**config.mk**
```make
export PLATFORM = sky130hd
export DESIGN_NAME = keyword_lexer_flat
export DESIGN_NICKNAME = d
export VERILOG_FILES = /design/src/kl_pkg.sv /design/src/kl_ifs.sv /design/src/kl_kw_match.sv /design/src/kl_scan.sv /design/src/kl_tok_fifo.sv /design/src/keyword_lexer.sv /design/src/flat_wrapper.sv
export SDC_FILE = /design/constraint.sdc
export NUM_CORES = 1
export LEC_CHECK = 0
export BUFFER_PORTS_ARGS = -buffer_cell sky130_fd_sc_hd__buf_2
export CAP_MARGIN = 20
export CORE_MARGIN = 2
export CORE_UTILIZATION = 45
export CTS_BUF_LIST = sky130_fd_sc_hd__clkbuf_4 sky130_fd_sc_hd__clkbuf_8
export CTS_CLUSTER_SIZE = 8
export DETAILED_ROUTE_END_ITERATION = 10
export PLACE_DENSITY_LB_ADDON = 0.05
export SLEW_MARGIN = 40
export SYNTH_ARGS = -nofsm -noshare
export SYNTH_HDL_FRONTEND = slang
export SYNTH_SLANG_ARGS = --single-unit
```
**constraint.sdc**
```tcl
create_clock -name clk_i -period 8.35 [get_ports clk_i]
set_clock_uncertainty 0.15 [all_clocks]
set_input_delay 1.2525 -clock clk_i [delete_from_list [all_inputs] [get_ports clk_i]]
set_output_delay 1.2525 -clock clk_i [all_outputs]
set_load 0.02 [all_outputs]
```
**src/kl_pkg.sv**
```systemverilog
// shared types, constants and keyword table for the keyword lexer
package kl_pkg;

  localparam int POSITION_BITS = 16;
  localparam int MAX_IDENT_LEN = 255;
  localparam int LEN_BITS      = $clog2(MAX_IDENT_LEN + 1);

  localparam int CHAR_BITS     = 8;
  localparam int KIND_BITS     = 5;
  localparam int START_BITS    = 16;
  localparam int LENGTH_BITS   = 8;

  localparam int KW_COUNT      = 11;
  localparam int KW_MAXLEN     = 6;
  localparam int PFX_IDX_BITS  = $clog2(KW_MAXLEN);

  localparam int FIFO_DEPTH    = 4;
  localparam int PTR_BITS      = $clog2(FIFO_DEPTH);
  localparam int CNT_BITS      = $clog2(FIFO_DEPTH + 1);

  localparam logic [KIND_BITS-1:0] KIND_IS      = 5'd5;
  localparam logic [KIND_BITS-1:0] KIND_IDENT   = 5'd11;
  localparam logic [KIND_BITS-1:0] KIND_LPAREN  = 5'd12;
  localparam logic [KIND_BITS-1:0] KIND_RPAREN  = 5'd13;
  localparam logic [KIND_BITS-1:0] KIND_COMMA   = 5'd14;
  localparam logic [KIND_BITS-1:0] KIND_EOF     = 5'd15;
  localparam logic [KIND_BITS-1:0] KIND_INVALID = 5'd16;

  localparam logic [CHAR_BITS-1:0] CH_NUL    = 8'h00;
  localparam logic [CHAR_BITS-1:0] CH_TAB    = 8'h09;
  localparam logic [CHAR_BITS-1:0] CH_LF     = 8'h0a;
  localparam logic [CHAR_BITS-1:0] CH_CR     = 8'h0d;
  localparam logic [CHAR_BITS-1:0] CH_SPACE  = 8'h20;
  localparam logic [CHAR_BITS-1:0] CH_LPAREN = 8'h28;
  localparam logic [CHAR_BITS-1:0] CH_RPAREN = 8'h29;
  localparam logic [CHAR_BITS-1:0] CH_COMMA  = 8'h2c;
  localparam logic [CHAR_BITS-1:0] CH_EQUALS = 8'h3d;

  // make put get remove redo is in if not and or
  localparam logic [CHAR_BITS-1:0] KW_TEXT [KW_COUNT][KW_MAXLEN] = '{
    '{8'h6d, 8'h61, 8'h6b, 8'h65, 8'h00, 8'h00},
    '{8'h70, 8'h75, 8'h74, 8'h00, 8'h00, 8'h00},
    '{8'h67, 8'h65, 8'h74, 8'h00, 8'h00, 8'h00},
    '{8'h72, 8'h65, 8'h6d, 8'h6f, 8'h76, 8'h65},
    '{8'h72, 8'h65, 8'h64, 8'h6f, 8'h00, 8'h00},
    '{8'h69, 8'h73, 8'h00, 8'h00, 8'h00, 8'h00},
    '{8'h69, 8'h6e, 8'h00, 8'h00, 8'h00, 8'h00},
    '{8'h69, 8'h66, 8'h00, 8'h00, 8'h00, 8'h00},
    '{8'h6e, 8'h6f, 8'h74, 8'h00, 8'h00, 8'h00},
    '{8'h61, 8'h6e, 8'h64, 8'h00, 8'h00, 8'h00},
    '{8'h6f, 8'h72, 8'h00, 8'h00, 8'h00, 8'h00}
  };
  localparam int KW_LEN [KW_COUNT] = '{4, 3, 3, 6, 4, 2, 2, 2, 3, 3, 2};

  typedef struct packed {
    logic [KIND_BITS-1:0]   kind;
    logic [START_BITS-1:0]  start;
    logic [LENGTH_BITS-1:0] length;
    logic                   last;
  } tok_t;

  // up to two tokens from one character; a lone token sits in first
  typedef struct packed {
    logic [1:0] cnt;
    tok_t       first;
    tok_t       second;
  } tok_pair_t;

endpackage

```
**src/kl_ifs.sv**
```systemverilog
// valid/ready channel interfaces for characters and tokens
interface kl_ch_if;
  logic       valid;
  logic       ready;
  logic [7:0] ch;

  modport source (output valid, output ch, input ready);
  modport sink (input valid, input ch, output ready);
endinterface

interface kl_tok_if;
  logic        valid;
  logic        ready;
  logic [4:0]  token_kind;
  logic [15:0] ident_start;
  logic [7:0]  ident_length;
  logic        last_of_run;

  modport source (output valid, output token_kind, output ident_start,
                  output ident_length, output last_of_run, input ready);
  modport sink (input valid, input token_kind, input ident_start,
                input ident_length, input last_of_run, output ready);
endinterface

```
**src/kl_kw_match.sv**
```systemverilog
// keyword compare of the open word prefix against the keyword table
module kl_kw_match (
  input  logic [kl_pkg::CHAR_BITS-1:0] prefix_i [kl_pkg::KW_MAXLEN],
  input  logic [kl_pkg::LEN_BITS-1:0]  len_i,
  input  logic                         overflow_i,
  output logic                         hit_o,
  output logic [kl_pkg::KIND_BITS-1:0] kind_o
);
  import kl_pkg::*;

  always_comb begin
    logic eq;
    hit_o  = 1'b0;
    kind_o = KIND_IDENT;
    for (int k = 0; k < KW_COUNT; k++) begin
      eq = !overflow_i && (32'(len_i) == KW_LEN[k]);
      // only entries below the word length are looked at
      for (int j = 0; j < KW_MAXLEN; j++) begin
        if (j < KW_LEN[k] && prefix_i[j] != KW_TEXT[k][j]) begin
          eq = 1'b0;
        end
      end
      if (eq) begin
        hit_o  = 1'b1;
        kind_o = KIND_BITS'(k);
      end
    end
  end

endmodule

```
**src/kl_scan.sv**
```systemverilog
// lexer state and one-character step producing up to two tokens
module kl_scan (
  input  logic                         clk_i,
  input  logic                         rst_ni,
  input  logic                         fire_i,
  input  logic [kl_pkg::CHAR_BITS-1:0] ch_i,
  output kl_pkg::tok_pair_t            push_o
);
  import kl_pkg::*;

  localparam logic [POSITION_BITS-1:0] POS_MAX   = '1;
  localparam logic [LEN_BITS-1:0]      LEN_MAX   = LEN_BITS'(MAX_IDENT_LEN);
  localparam logic [LEN_BITS-1:0]      LEN_PFX   = LEN_BITS'(KW_MAXLEN);
  localparam logic [START_BITS-1:0]    START_SAT = '1;
  localparam logic [LENGTH_BITS-1:0]   LENGTH_SAT = '1;

  logic [POSITION_BITS-1:0] pos_q, pos_d, pos_adv;
  logic                     in_ident_q, in_ident_d;
  logic [POSITION_BITS-1:0] wstart_q, wstart_d;
  logic [LEN_BITS-1:0]      wlen_q, wlen_d;
  logic                     ovf_q, ovf_d;
  logic [CHAR_BITS-1:0]     prefix_q [KW_MAXLEN];
  logic [CHAR_BITS-1:0]     prefix_d [KW_MAXLEN];

  logic                 kw_hit;
  logic [KIND_BITS-1:0] kw_kind;
  logic                 is_letter, is_word;
  tok_t                 word_tok, single_tok;
  logic                 have_single;

  kl_kw_match u_kw_match (
    .prefix_i   (prefix_q),
    .len_i      (wlen_q),
    .overflow_i (ovf_q),
    .hit_o      (kw_hit),
    .kind_o     (kw_kind)
  );

  assign is_letter = ch_i inside {[8'h41:8'h5a], [8'h61:8'h7a]};
  assign is_word   = is_letter || (ch_i inside {[8'h30:8'h39]});
  assign pos_adv   = (pos_q == POS_MAX) ? pos_q : pos_q + POSITION_BITS'(1);

  // token for the word that is closing
  always_comb begin
    word_tok      = '0;
    word_tok.last = 1'b0;
    if (kw_hit) begin
      word_tok.kind = kw_kind;
    end else begin
      word_tok.kind = KIND_IDENT;
      if (32'(wstart_q) > 32'(START_SAT)) begin
        word_tok.start = START_SAT;
      end else begin
        word_tok.start = START_BITS'(wstart_q);
      end
      if (32'(wlen_q) > 32'(LENGTH_SAT)) begin
        word_tok.length = LENGTH_SAT;
      end else begin
        word_tok.length = LENGTH_BITS'(wlen_q);
      end
    end
  end

  always_comb begin
    pos_d       = pos_q;
    in_ident_d  = in_ident_q;
    wstart_d    = wstart_q;
    wlen_d      = wlen_q;
    ovf_d       = ovf_q;
    prefix_d    = prefix_q;
    push_o      = '0;
    single_tok  = '0;
    have_single = 1'b0;

    if (fire_i) begin
      if (in_ident_q && is_word) begin
        if (wlen_q < LEN_MAX) begin
          if (wlen_q < LEN_PFX) begin
            prefix_d[wlen_q[PFX_IDX_BITS-1:0]] = ch_i;
          end
          wlen_d = wlen_q + LEN_BITS'(1);
        end else begin
          ovf_d = 1'b1;
        end
        pos_d = pos_adv;
      end else begin
        if (in_ident_q) begin
          push_o.first = word_tok;
          push_o.cnt   = 2'd1;
          in_ident_d   = 1'b0;
        end

        if (ch_i inside {CH_SPACE, CH_TAB, CH_LF, CH_CR}) begin
          pos_d = pos_adv;
        end else if (is_letter) begin
          in_ident_d  = 1'b1;
          wstart_d    = pos_q;
          wlen_d      = LEN_BITS'(1);
          ovf_d       = 1'b0;
          prefix_d[0] = ch_i;
          pos_d       = pos_adv;
        end else if (ch_i == CH_NUL) begin
          have_single     = 1'b1;
          single_tok.kind = KIND_EOF;
          pos_d           = '0;
          in_ident_d      = 1'b0;
          wstart_d        = '0;
          wlen_d          = '0;
          ovf_d           = 1'b0;
        end else begin
          have_single = 1'b1;
          case (ch_i)
            CH_EQUALS: single_tok.kind = KIND_IS;
            CH_LPAREN: single_tok.kind = KIND_LPAREN;
            CH_RPAREN: single_tok.kind = KIND_RPAREN;
            CH_COMMA:  single_tok.kind = KIND_COMMA;
            default:   single_tok.kind = KIND_INVALID;
          endcase
          pos_d = pos_adv;
        end

        single_tok.last = 1'b1;
        if (have_single) begin
          if (in_ident_q) begin
            push_o.second = single_tok;
            push_o.cnt    = 2'd2;
          end else begin
            push_o.first = single_tok;
            push_o.cnt   = 2'd1;
          end
        end else if (in_ident_q) begin
          push_o.first.last = 1'b1;
        end
      end
    end
  end

  always_ff @(posedge clk_i or negedge rst_ni) begin
    if (!rst_ni) begin
      pos_q      <= '0;
      in_ident_q <= 1'b0;
      wstart_q   <= '0;
      wlen_q     <= '0;
      ovf_q      <= 1'b0;
    end else begin
      pos_q      <= pos_d;
      in_ident_q <= in_ident_d;
      wstart_q   <= wstart_d;
      wlen_q     <= wlen_d;
      ovf_q      <= ovf_d;
    end
  end

  // prefix entries are only read below the word length
  always_ff @(posedge clk_i) begin
    prefix_q <= prefix_d;
  end

`ifndef SYNTHESIS
  a_word_cont_silent: assert property (@(posedge clk_i) disable iff (!rst_ni)
    fire_i && in_ident_q && is_word |-> push_o.cnt == 2'd0)
    else $error("word character inside identifier produced a token");

  a_eof_clears: assert property (@(posedge clk_i) disable iff (!rst_ni)
    fire_i && ch_i == CH_NUL |=> pos_q == '0 && !in_ident_q && wlen_q == '0)
    else $error("end of text did not clear the position and word state");

  a_pair_needs_word: assert property (@(posedge clk_i) disable iff (!rst_ni)
    fire_i && !in_ident_q |-> push_o.cnt != 2'd2)
    else $error("two tokens without an open identifier");
`endif

endmodule

```
**src/kl_tok_fifo.sv**
```systemverilog
// small token queue: up to two beats in, one out per cycle when ready
module kl_tok_fifo (
  input  logic              clk_i,
  input  logic              rst_ni,
  input  kl_pkg::tok_pair_t push_i,
  output logic              room_o,
  kl_tok_if.source          out_o
);
  import kl_pkg::*;

  tok_t                mem_q [FIFO_DEPTH];
  logic [PTR_BITS-1:0] wr_q, rd_q;
  logic [CNT_BITS-1:0] count_q;
  logic                pop;
  tok_t                head;

  assign pop    = out_o.valid && out_o.ready;
  assign room_o = count_q <= CNT_BITS'(FIFO_DEPTH - 2);
  assign head   = mem_q[rd_q];

  assign out_o.valid        = count_q != '0;
  assign out_o.token_kind   = head.kind;
  assign out_o.ident_start  = head.start;
  assign out_o.ident_length = head.length;
  assign out_o.last_of_run  = head.last;

  always_ff @(posedge clk_i) begin
    if (push_i.cnt != 2'd0) begin
      mem_q[wr_q] <= push_i.first;
    end
    if (push_i.cnt == 2'd2) begin
      mem_q[wr_q + PTR_BITS'(1)] <= push_i.second;
    end
  end

  always_ff @(posedge clk_i or negedge rst_ni) begin
    if (!rst_ni) begin
      wr_q    <= '0;
      rd_q    <= '0;
      count_q <= '0;
    end else begin
      wr_q    <= wr_q + PTR_BITS'(push_i.cnt);
      rd_q    <= rd_q + PTR_BITS'(pop);
      count_q <= count_q + CNT_BITS'(push_i.cnt) - CNT_BITS'(pop);
    end
  end

`ifndef SYNTHESIS
  a_pair_fits: assert property (@(posedge clk_i) disable iff (!rst_ni)
    push_i.cnt == 2'd2 |-> count_q <= CNT_BITS'(FIFO_DEPTH - 2))
    else $error("token pair pushed without room for two entries");

  a_pop_drains: assert property (@(posedge clk_i) disable iff (!rst_ni)
    pop && push_i.cnt == 2'd0 |=> count_q == $past(count_q) - CNT_BITS'(1))
    else $error("queue count wrong after a pop");

  a_push_shows: assert property (@(posedge clk_i) disable iff (!rst_ni)
    push_i.cnt != 2'd0 && !pop |=> out_o.valid)
    else $error("pushed token not offered at the output");
`endif

endmodule

```
**src/keyword_lexer.sv**
```systemverilog
// keyword lexer top level: input register, lexer step and token queue
//
// in_i carries one character byte per beat; a zero byte ends the text.
// out_o carries token beats: kind, identifier start and length, and
// last_of_run, set on the final token caused by one character.
// Whitespace gives no token, a letter opens an identifier, and a character
// that closes it gives the word token and then its own, if not whitespace.
// A character waits in the input register until the token queue has room.
// Throughput: one character per cycle while the queue has room; a character
// giving two tokens pushes both at once, and the one-beat-per-cycle output
// of the four-entry token queue sets the sustained rate at one token per
// cycle while the receiver is ready.
// The input register takes a new character while tokens wait in the queue.
// When the receiver stalls, the queue fills and then in_i.ready drops;
// no beat is lost or repeated.
// Reset clears the text position, the identifier state and the queue.
module keyword_lexer (
  input  logic     clk_i,
  input  logic     rst_ni,
  kl_ch_if.sink    in_i,
  kl_tok_if.source out_o
);
  import kl_pkg::*;

  logic                 in_valid_q;
  logic [CHAR_BITS-1:0] ch_q;
  logic                 room;
  logic                 fire;
  tok_pair_t            push;

  assign fire       = in_valid_q && room;
  assign in_i.ready = !in_valid_q || fire;

  always_ff @(posedge clk_i or negedge rst_ni) begin
    if (!rst_ni) begin
      in_valid_q <= 1'b0;
    end else if (in_i.valid && in_i.ready) begin
      in_valid_q <= 1'b1;
    end else if (fire) begin
      in_valid_q <= 1'b0;
    end
  end

  always_ff @(posedge clk_i) begin
    if (in_i.valid && in_i.ready) begin
      ch_q <= in_i.ch;
    end
  end

  kl_scan u_scan (
    .clk_i  (clk_i),
    .rst_ni (rst_ni),
    .fire_i (fire),
    .ch_i   (ch_q),
    .push_o (push)
  );

  kl_tok_fifo u_fifo (
    .clk_i  (clk_i),
    .rst_ni (rst_ni),
    .push_i (push),
    .room_o (room),
    .out_o  (out_o)
  );

endmodule
```
**src/flat_wrapper.sv**
```systemverilog
// flat-port wrapper written by rule: the top's interface ports become plain ports
module keyword_lexer_flat import kl_pkg::*;
  (clk_i, rst_ni, in_i_valid, in_i_ch, in_i_ready, out_o_valid, out_o_token_kind, out_o_ident_start, out_o_ident_length, out_o_last_of_run, out_o_ready);
  kl_ch_if in_i_i ();
  kl_tok_if out_o_i ();
  input  logic clk_i;
  input  logic rst_ni;
  input wire logic [$bits(in_i_i.valid)-1:0] in_i_valid;
  input wire logic [$bits(in_i_i.ch)-1:0] in_i_ch;
  output wire logic [$bits(in_i_i.ready)-1:0] in_i_ready;
  output wire logic [$bits(out_o_i.valid)-1:0] out_o_valid;
  output wire logic [$bits(out_o_i.token_kind)-1:0] out_o_token_kind;
  output wire logic [$bits(out_o_i.ident_start)-1:0] out_o_ident_start;
  output wire logic [$bits(out_o_i.ident_length)-1:0] out_o_ident_length;
  output wire logic [$bits(out_o_i.last_of_run)-1:0] out_o_last_of_run;
  input wire logic [$bits(out_o_i.ready)-1:0] out_o_ready;
  assign in_i_i.valid = in_i_valid;
  assign in_i_i.ch = in_i_ch;
  assign in_i_ready = in_i_i.ready;
  assign out_o_valid = out_o_i.valid;
  assign out_o_token_kind = out_o_i.token_kind;
  assign out_o_ident_start = out_o_i.ident_start;
  assign out_o_ident_length = out_o_i.ident_length;
  assign out_o_last_of_run = out_o_i.last_of_run;
  assign out_o_i.ready = out_o_ready;
  keyword_lexer u_core (.clk_i(clk_i), .rst_ni(rst_ni), .in_i(in_i_i), .out_o(out_o_i));
endmodule
```
======== Word level (Yosys, flattened, before mapping) ========
Memories as Yosys holds them, arrays and structs flattened.
Cells that the tools add are included.
operators by class
  add/subtract/negate cells ............... 7
  order comparisons ....................... 11
  eq/ne operators ......................... 42
  muxes and demuxes ....................... 107
  bitwise logic cells ..................... 3
  reduce and logical (&&, ||, !) cells .... 31
operator list
  kind                                                                count
  != test 8 x 7 -> 1 bit (second input constant)                      24
  2-to-1 mux 62 bit                                                   2
  2-to-1 mux 16 bit                                                   7
  2-to-1 mux 48 bit                                                   2
  2-to-1 mux 30 bit                                                   3
  2-to-1 mux 8 bit                                                    9
  2-to-1 mux 5 bit                                                    14
  2-to-1 mux 1 bit                                                    62
  2-to-1 mux 31 bit                                                   2
  bitwise mux 48 bit                                                  1
  == test 8 x 6 -> 1 bit (second input constant)                      5
  demux 8 bit (select 3 bit)                                          1
  == test 8 x 4 -> 1 bit (second input constant)                      3
  2-to-1 mux 24 bit                                                   1
  one-hot mux 5 bit (4 select lines)                                  1
  adder 16 x 1 -> 16 bit (second input constant)                      1
  == test 16 bit (second input constant)                              1
  == test 8 x 2 -> 1 bit (second input constant)                      2
  == test 8 x 3 -> 1 bit (second input constant)                      2
  greater-or-equal comparator 8 x 7 -> 1 bit (second input constant)  2
  <= comparator 8 x 7 -> 1 bit (second input constant)                2
  AND reduction 4 bit                                                 4
  logical AND 1 bit                                                   12
  nonzero test 2 bit                                                  5
  27 further kinds                                                    33
word-level totals
  flip-flop bits (word level) ............. 106
  RAM bits ................................ 120
  input bits .............................. 12
  output and inout bits ................... 32
  memories ................................ 1
memory list
  memory               depth  width  rd ports  clocked after memory_dff  write ports  line               source
  u_core.u_fifo.mem_q  4      30     1         0                         2            kl_tok_fifo.sv:11  tok_t mem_q [FIFO_DEPTH];

======== Longest topological paths before layout ========
Gate-level depths: netlist of run 1.
  depth after elaboration ................. 26
  gate-level depth with buffers ........... 15

======== Cells and area by module ========
From an unflattened synthesis of run 1, not the netlist that was laid out.
second synthesis, totals
  cells, all modules ...................... 825
  area total of the unflattened synthesis .. 11715.0 um^2
by module, submodules not included
  module         instances  cells an instance  area an instance (um^2)
  kl_tok_fifo    1          331                6387.4
  kl_scan        1          400                4425.5
  kl_kw_match    1          81                 601.8
  keyword_lexer  1          13                 300.3

======== Worst setup path after synthesis of run 1 ========
Ideal clock, no wire load.
  kind .................................... flip-flop to flip-flop
  from .................................... reg u_core.ch_q[1]
  to ...................................... mem u_core.u_fifo.mem_q[0][0] (netlist name), enable pin
  arrival ................................. 3.499 ns
  setup slack ............................. 4.424 ns
  stages on the path, launching flop included .. 13
  period minus slack after synthesis ...... 3.926 ns
  cell sequence ........................... edfxtp_1 or4_1 o21ai_1 nor2_1 clkbuf_1 clkbuf_1 nor2_1 ha_1 o21ai_1 nor3_1 nor2_1 clkbuf_1 inv_1
RTL lines
  item                    line                 source
  start, declared         keyword_lexer.sv:26  logic [CHAR_BITS-1:0] ch_q;
  start signal, assigned  keyword_lexer.sv:46  ch_q <= in_i.ch;
  end, declared           kl_tok_fifo.sv:11

==> results.py, run 1 <==
metrics = {
    "run_status": {
        "status": "finished, final reports clean",
    },
    "clock_network": {
        "ctsResizeCount": 0,
        "clock_sinks": 226,
        "holdBufCountCts": 0,
        "cts_buffers": 41,
        "clk_latency_ns": 0.54,
        "cts_max_level": 2,
        "cts_setup_buffers": 0,
        "cts.clk_slew.worst_paths_ns": 0.06,
        "ctsRootBufferMaster": "clkbuf_8",
        "cts_tree": "built",
        "clock_path_buffers": 3,
    },
    "floorplanning": {
        "start_util": 0.457,
        "core_mm2": 0.0233,
        "die_w_um": 158,
        "dieArea_mm2": 0.0249,
        "io_pins": 44,
        "fp.dieH_um": 158,
        "rows": 56,
    },
    "setup_path": {
        "required_ns": 8.31,
        "timing.rr.end": "u_core.u_fifo.mem_q[3][25]",
        "r2r_start": "u_core.ch_q[3]",
        "worstPathArrival_ns": 4.50,
        "startpoint": "u_core.ch_q[3]",
        "critPathKind": "flop to flop",
        "ff2ff_setup_slack_ns": 3.81,
        "cp-start-kind": "flop",
        "endpoint_kind": "flop",
        "reg2reg_depth": 9,
        "crit_path_max_fanout": 22,
    },
    "drt": {
        "dr.pass1.iters": 7,
        "wire_per_inst_um": 20.8,
        "first_iter_violations": 638,
        "ant_nets": 0,
        "wl_um": 28100,
        "vias_per_cell": 6.02,
        "via_count": 8126,
        "route.detailed.drc": 0,
    },
    "min_path": {
        "hold_start": "u_core.u_fifo.mem_q[3][14]",
        "whs_path_depth": 2,
        "hold_path.class": "flop to flop",
        "hold_end": "u_core.u_fifo.mem_q[3][14]",
    },
    "layout": {
        "mostFrequentLayoutCells": "dfxtp_1 (96), nand2_1 (87), edfxtp_1 (80)",
        "nets": 1022,
        "final_common_cell": "dfxtp_1",
        "area_growth_pct": 13.3,
        "diodes": 0,
        "layoutNonFillerInstCount": 1350,
        "drive_gt1_frac": 0.200,
    },
    "grt": {
        "antenna_found_initial": 0,
        "grt_overflow_total": 0,
        "grt_pass1_vias": 7573,
        "grt.total_usage": 0.228,
        "grt_pass1_wl_um": 44100,
        "grt_max_degree": 77,
    },
    "timing": {
        "finalSetupTns_ns": 0,
        "final_hold_viol_count": 0,
        "maxSlewHeadroom": 0.432,
        "period_needed_ns": 4.54,
        "fmax_ghz": 0.220,
        "post-route-period-util": 0.544,
        "worstMarginPinSlew_ns": 0.852,
        "setup_viol": 0,
        "slew_viol_final": 0,
        "rsz0062_at_grt": "no",
        "setup_ws_ns": 3.81,
    },
    "yosys": {
        "synth_fp_nets": 993,
        "avgSynthCellArea_um2": 11.0,
        "seq_area_frac_synth": 0.523,
        "ys_types": 70,
        "synth_flop_cell": "dfxtp_1",
        "synthesis.instances": 970,
        "synthArstFlopShare": 0.221,
        "synth_edf_count": 80,
        "synth_warnings": 0,
        "synth_area_mm2": 0.0107,
        "ys_seq_elements": 226,
    },
    "place": {
        "dp_cells": 1275,
        "gp_congestion": 0.862,
        "portBuffers": 43,
        "hpwl_um": 18300,
        "dpl_worst_slack_ns": 3.78,
    },
    "power": {
        "p_leak_uw": 0.00426,
        "p_per_area_mw_per_mm2": 280,
        "ir_worst_vdd_mv": 0.201,
    },
    "job": {
        "cap_viol_max_count": 0,
    },
}
power by group:
| group | internal [uW] | total [uW] | switching, uW |
|---|---|---|---|
| sequential | 1300 | 1450 | 150 |
| combinational | 306 | 897 | 591 |
| clock | 589 | 1040 | 454 |
| total | 2190 | 3390 | 1200 |
metal layers:
metal	track usage	wire, um	up-vias
met5	0	0	-
met4	0.0489	350	0
met3	0.0364	1460	30
met2	0.353	12800	241
met1	0.338	13500	4008
li1	-	-	3847
sequential cells by signal (all words and copies together), names as in the netlist, 2 cells and up:
register / flops
u_core.u_fifo.mem_q: 120
u_core.u_scan.wlen_q: 8
u_core.u_fifo.count_q: 3
u_core.ch_q: 8
u_core.u_scan.prefix_q: 48
u_core.u_fifo.rd_q: 2
u_core.u_fifo.wr_q: 2
u_core.u_scan.pos_q: 16
u_core.u_scan.wstart_q: 16
cells in the mapped netlist, drive strengths merged, types with 3 or more instances:
library cell,number,area share
a2111oi,4,0.0039
a21oi,14,0.0066
a22oi,4,0.0028
a31oi,5,0.0029
a32o,20,0.019
and2,13,0.0076
and3,10,0.0059
and3b,3,0.0025
and4,5,0.0041
and4b,6,0.0056
buf,22,0.0093
clkbuf,53,0.019
dfrtp,50,0.12
dfxtp,96,0.18
edfxtp,80,0.23
ha,10,0.012
inv,32,0.011
mux4,30,0.063
nand2,88,0.031
nand2b,8,0.0047
nand3,42,0.020
nand3b,6,0.0042
nand4,75,0.044
nor2,47,0.017
nor2b,9,0.0053
nor3,22,0.011
nor4,16,0.010
nor4b,3,0.0025
nor4bb,7,0.0066
o211ai,11,0.0077
o21ai,23,0.011
o22ai,11,0.0065
o2bb2ai,57,0.047
o31ai,7,0.0063
o32ai,16,0.018
or2,3,0.0018
or3,12,0.0070
or4,8,0.0056
or4b,3,0.0028
xnor2,7,0.0058
xor2,5,0.0041
area by class of cell:
cell class | count | area (um2)
clock buffer | 60 | 719
clock inverter | 15 | 108
fill | 2158 | 11300
inverter | 33 | 125
multi-input combinational | 636 | 4770
sequential | 226 | 5580
tap | 319 | 399
timing repair buffer | 61 | 374
worst max-delay path: stages (launching register included):
cell and delay (ns):
edfxtp_1 0.63, or4b_2 0.72, a21oi_1 0.25, or2_2 0.24, nor2_1 0.08, ha_1 0.33
o21ai_1 0.57, nor3_2 0.21, nor2_1 0.41, clkinv_2 0.52
through the flow:
| stage | hold WS (ns) | area [um2] | power, uW | util |
|---|---|---|---|---|
| floorplan | 0.277 | 10700 | 2050 | - |
| global placement | 0.289 | 11100 | 2340 | 0.477 |
| detailed placement | 0.293 | 11200 | 2360 | 0.482 |
| CTS | 0.303 | 12100 | 3420 | 0.517 |
| global route | 0.319 | 12100 | 3570 | 0.517 |
| finish | 0.302 | 12100 | 3390 | 0.517 |
worst max-delay path by stage:
stage	endpoint	slack [ns]	depth (start not counted)
2_1_floorplan	u_core.u_fifo.mem_q[0][0]	4.42	12
3_3_place_gp	u_core.u_fifo.mem_q[3][27]	3.43	10
3_5_place_dp	u_core.u_fifo.mem_q[3][27]	3.78	9
4_1_cts	u_core.u_fifo.mem_q[3][25]	3.74	9
5_1_grt	u_core.u_fifo.mem_q[3][25]	3.53	9
6_report	u_core.u_fifo.mem_q[3][25]	3.81	9
cells by family after synthesis:
| family | after synthesis | share of synthesized area |
|---|---|---|
| AO/OA/AOI/OAI | 188 | 0.144 |
| XOR/XNOR | 12 | 0.00986 |
| adder cells (fa/ha/maj) | 11 | 0.0136 |
| buffers and inverters | 108 | 0.0396 |
| flip-flops | 226 | 0.523 |
| multiplexers | 32 | 0.0653 |
| AND/OR/NAND/NOR | 393 | 0.204 |
No activity file was read; power rests on OpenSTA's default activity.
==> inputs of run 2 (changes only) <==
Clock period 8.35 ns to 4.1 ns, I/O delays scaled along.
==> run 2 against run 1 <==
Effect of this change:
- maximum frequency grew 19%
- wire length grew 0.53%
- final cell count grew 2.5%
- global-route usage grew 0.34 points
- sequential share of layout area decreased by 1.3 points
- utilization grew 1.5 points
- sequential power increased by 100%
- flip-flop and latch count did not move
- non-clock buffer count increased by 31
- largest power group unchanged
==> results.py, run 2 (same netlist as run 1, synthesis figures left out) <==
metrics = {
    "clock_network": {
        "clk_latency_ns": 0.55,
        "cts_tree": "built",
        "cts_max_level": 2,
        "clock_path_buffers": 3,
        "clock_sinks": 226,
        "ctsRootBufferMaster": "clkbuf_8",
        "cts_buffers": 42,
        "cts.clk_slew.worst_paths_ns": 0.06,
        "cts_setup_buffers": 0,
    },
    "drt": {
        "wl_um": 28200,
        "route.detailed.drc": 0,
        "ant_nets": 0,
        "wire_per_inst_um": 20.4,
        "first_iter_violations": 774,
        "via_count": 8283,
        "dr.pass1.iters": 5,
        "vias_per_cell": 5.98,
    },
    "timing": {
        "fmax_ghz": 0.262,
        "post-route-period-util": 0.932,
        "final_hold_viol_count": 0,
        "finalSetupTns_ns": 0,
        "setup_viol": 0,
        "rsz0062_at_grt": "no",
        "whs_ns": 0.103,
        "period_needed_ns": 3.82,
        "slew_viol_final": 0,
        "maxSlewHeadroom": 0.488,
        "worstMarginPinSlew_ns": 0.764,
    },
    "setup_path": {
        "crit_path_max_fanout": 19,
        "cp_slowest_stage_delay_ns": 0.68,
        "cp-start-kind": "flop",
        "ff2ff_setup_slack_ns": 0.28,
        "crit_chain": "or4b_2 > a21oi_1 > or2_2 > nor2_1 > ha_1 > o21ai_1 > or3_1 > or3_1 > buf_4 > o32ai_1",
        "endpoint_kind": "flop",
        "critPathTopFamily": "simple AND/OR/NAND/NOR gates",
        "cpMostUsedCell": "or3_1",
        "cp_num_buf_inv": 1,
        "startpoint": "u_core.ch_q[2]",
        "worstPathArrival_ns": 4.12,
        "timing.rr.end": "u_core.u_fifo.mem_q[3][11]",
        "reg2reg_depth": 10,
        "cp_slowest_cell": "or4b_2",
        "required_ns": 4.40,
        "critPathKind": "flop to flop",
        "r2r_start": "u_core.ch_q[2]",
    },
    "floorplanning": {
        "start_util": 0.457,
        "rows": 56,
        "core_mm2": 0.0233,
        "dieArea_mm2": 0.0249,
        "fp.dieH_um": 158,
        "io_pins": 44,
        "die_w_um": 158,
    },
    "run_status": {
        "status": "finished, final reports clean",
    },
    "grt": {
        "grt.total_usage": 0.231,
        "grt_overflow_total": 0,
        "grt_pass1_vias": 7895,
        "antenna_found_initial": 0,
        "grt_pass1_wl_um": 45100,
        "grt_max_degree": 77,
    },
    "layout": {
        "mostFrequentLayoutCells": "dfxtp_1 (96), nand2_1 (87), edfxtp_1 (80)",
        "drive_gt1_frac": 0.217,
        "diodes": 0,
        "reg.largest.list": "u_core.u_fifo.mem_q x120, u_core.u_scan.prefix_q x48",
        "top_register": "u_core.u_fifo.mem_q",
        "final_common_cell": "dfxtp_1",
        "largest_reg_flops": 120,
        "area_growth_pct": 16.5,
        "nets": 1054,
    },
    "power": {
        "p_clk_frac": 0.331,
        "combinationalPowerShare": 0.265,
        "switchingPower_uw": 2480,
        "intPower_uw": 4780,
        "p_leak_uw": 0.00446,
        "seqPwrFrac": 0.403,
        "ir_worst_vdd_mv": 0.360,
        "p_per_area_mw_per_mm2": 584,
        "p_sw_frac": 0.341,
    },
    "place": {
        "hpwl_um": 18900,
        "gp_congestion": 0.851,
        "portBuffers": 43,
    },
    "job": {
        "cap_viol_max_count": 0,
    },
    "min_path": {
        "hold_end": "u_core.ch_q[5]",
        "hold_start": "in_i_ch[5]",
        "hold_path.class": "input port to flop",
        "whs_path_depth": 1,
    },
}
run 2: how the worst max path moves through the flow:
stage,endpoint,depth (start not counted)
after CTS,u_core.u_fifo.mem_q[2][27],10
final,u_core.u_fifo.mem_q[3][11],10
after global placement,u_core.u_fifo.mem_q[2][26],10
after detailed placement,u_core.u_fifo.mem_q[2][26],10
after floorplan,u_core.u_fifo.mem_q[0][0],12
after global routing,u_core.u_fifo.mem_q[3][13],10
run 2: layout make-up:
cell class	instances	area, um2
fillers	2064	10900
multi-input cells	636	4730
repair buffers	92	626
clock inverters	10	111
well taps	319	399
inverters	33	124
flip-flops and latches	226	5580
clock buffers	68	848
run 2: what timing repair did:
item | in CTS | in global routing
setup endpoints to repair | 0 | 12
gates resized for setup | 0 | 2
hold buffers | 1 | 0
hold endpoints to repair | 36 | 0
run 2: layer usage:
layer  up-vias  GRT usage  wire length (um)
li1       3915          -                 -
met1      4106      0.349             13700
met2       224      0.346             12600
met3        38     0.0400              1500
met4         0     0.0576               415
met5         -          0                 0
run 2: power groups by stage:
stage          Sequential, uW  Clock, uW  Combinational, uW
5_1_grt                  2970       2560               2120
3_3_place_gp             2970          0               1910
6_report                 2920       2410               1930
3_5_place_dp             2960          0               1930
4_1_cts                  2920       2460               1940
2_1_floorplan            2820          0               1360
run 2: metrics by stage:
| step | cells | utilization | worst slack [ns] | total power, uW | area, um2 |
|---|---|---|---|---|---|
| 5_1_grt | 1384 | 0.532 | 0.103 | 7650 | 12400 |
| 4_1_cts | 1384 | 0.532 | 0.184 | 7320 | 12400 |
| 6_report | 1384 | 0.532 | 0.280 | 7260 | 12400 |
| 3_5_place_dp | 1305 | 0.490 | 0.205 | 4900 | 11400 |
| 3_3_place_gp | 1305 | 0.489 | 0.307 | 4870 | 11400 |
| 2_1_floorplan | 970 | - | 0.174 | 4180 | 10700 |
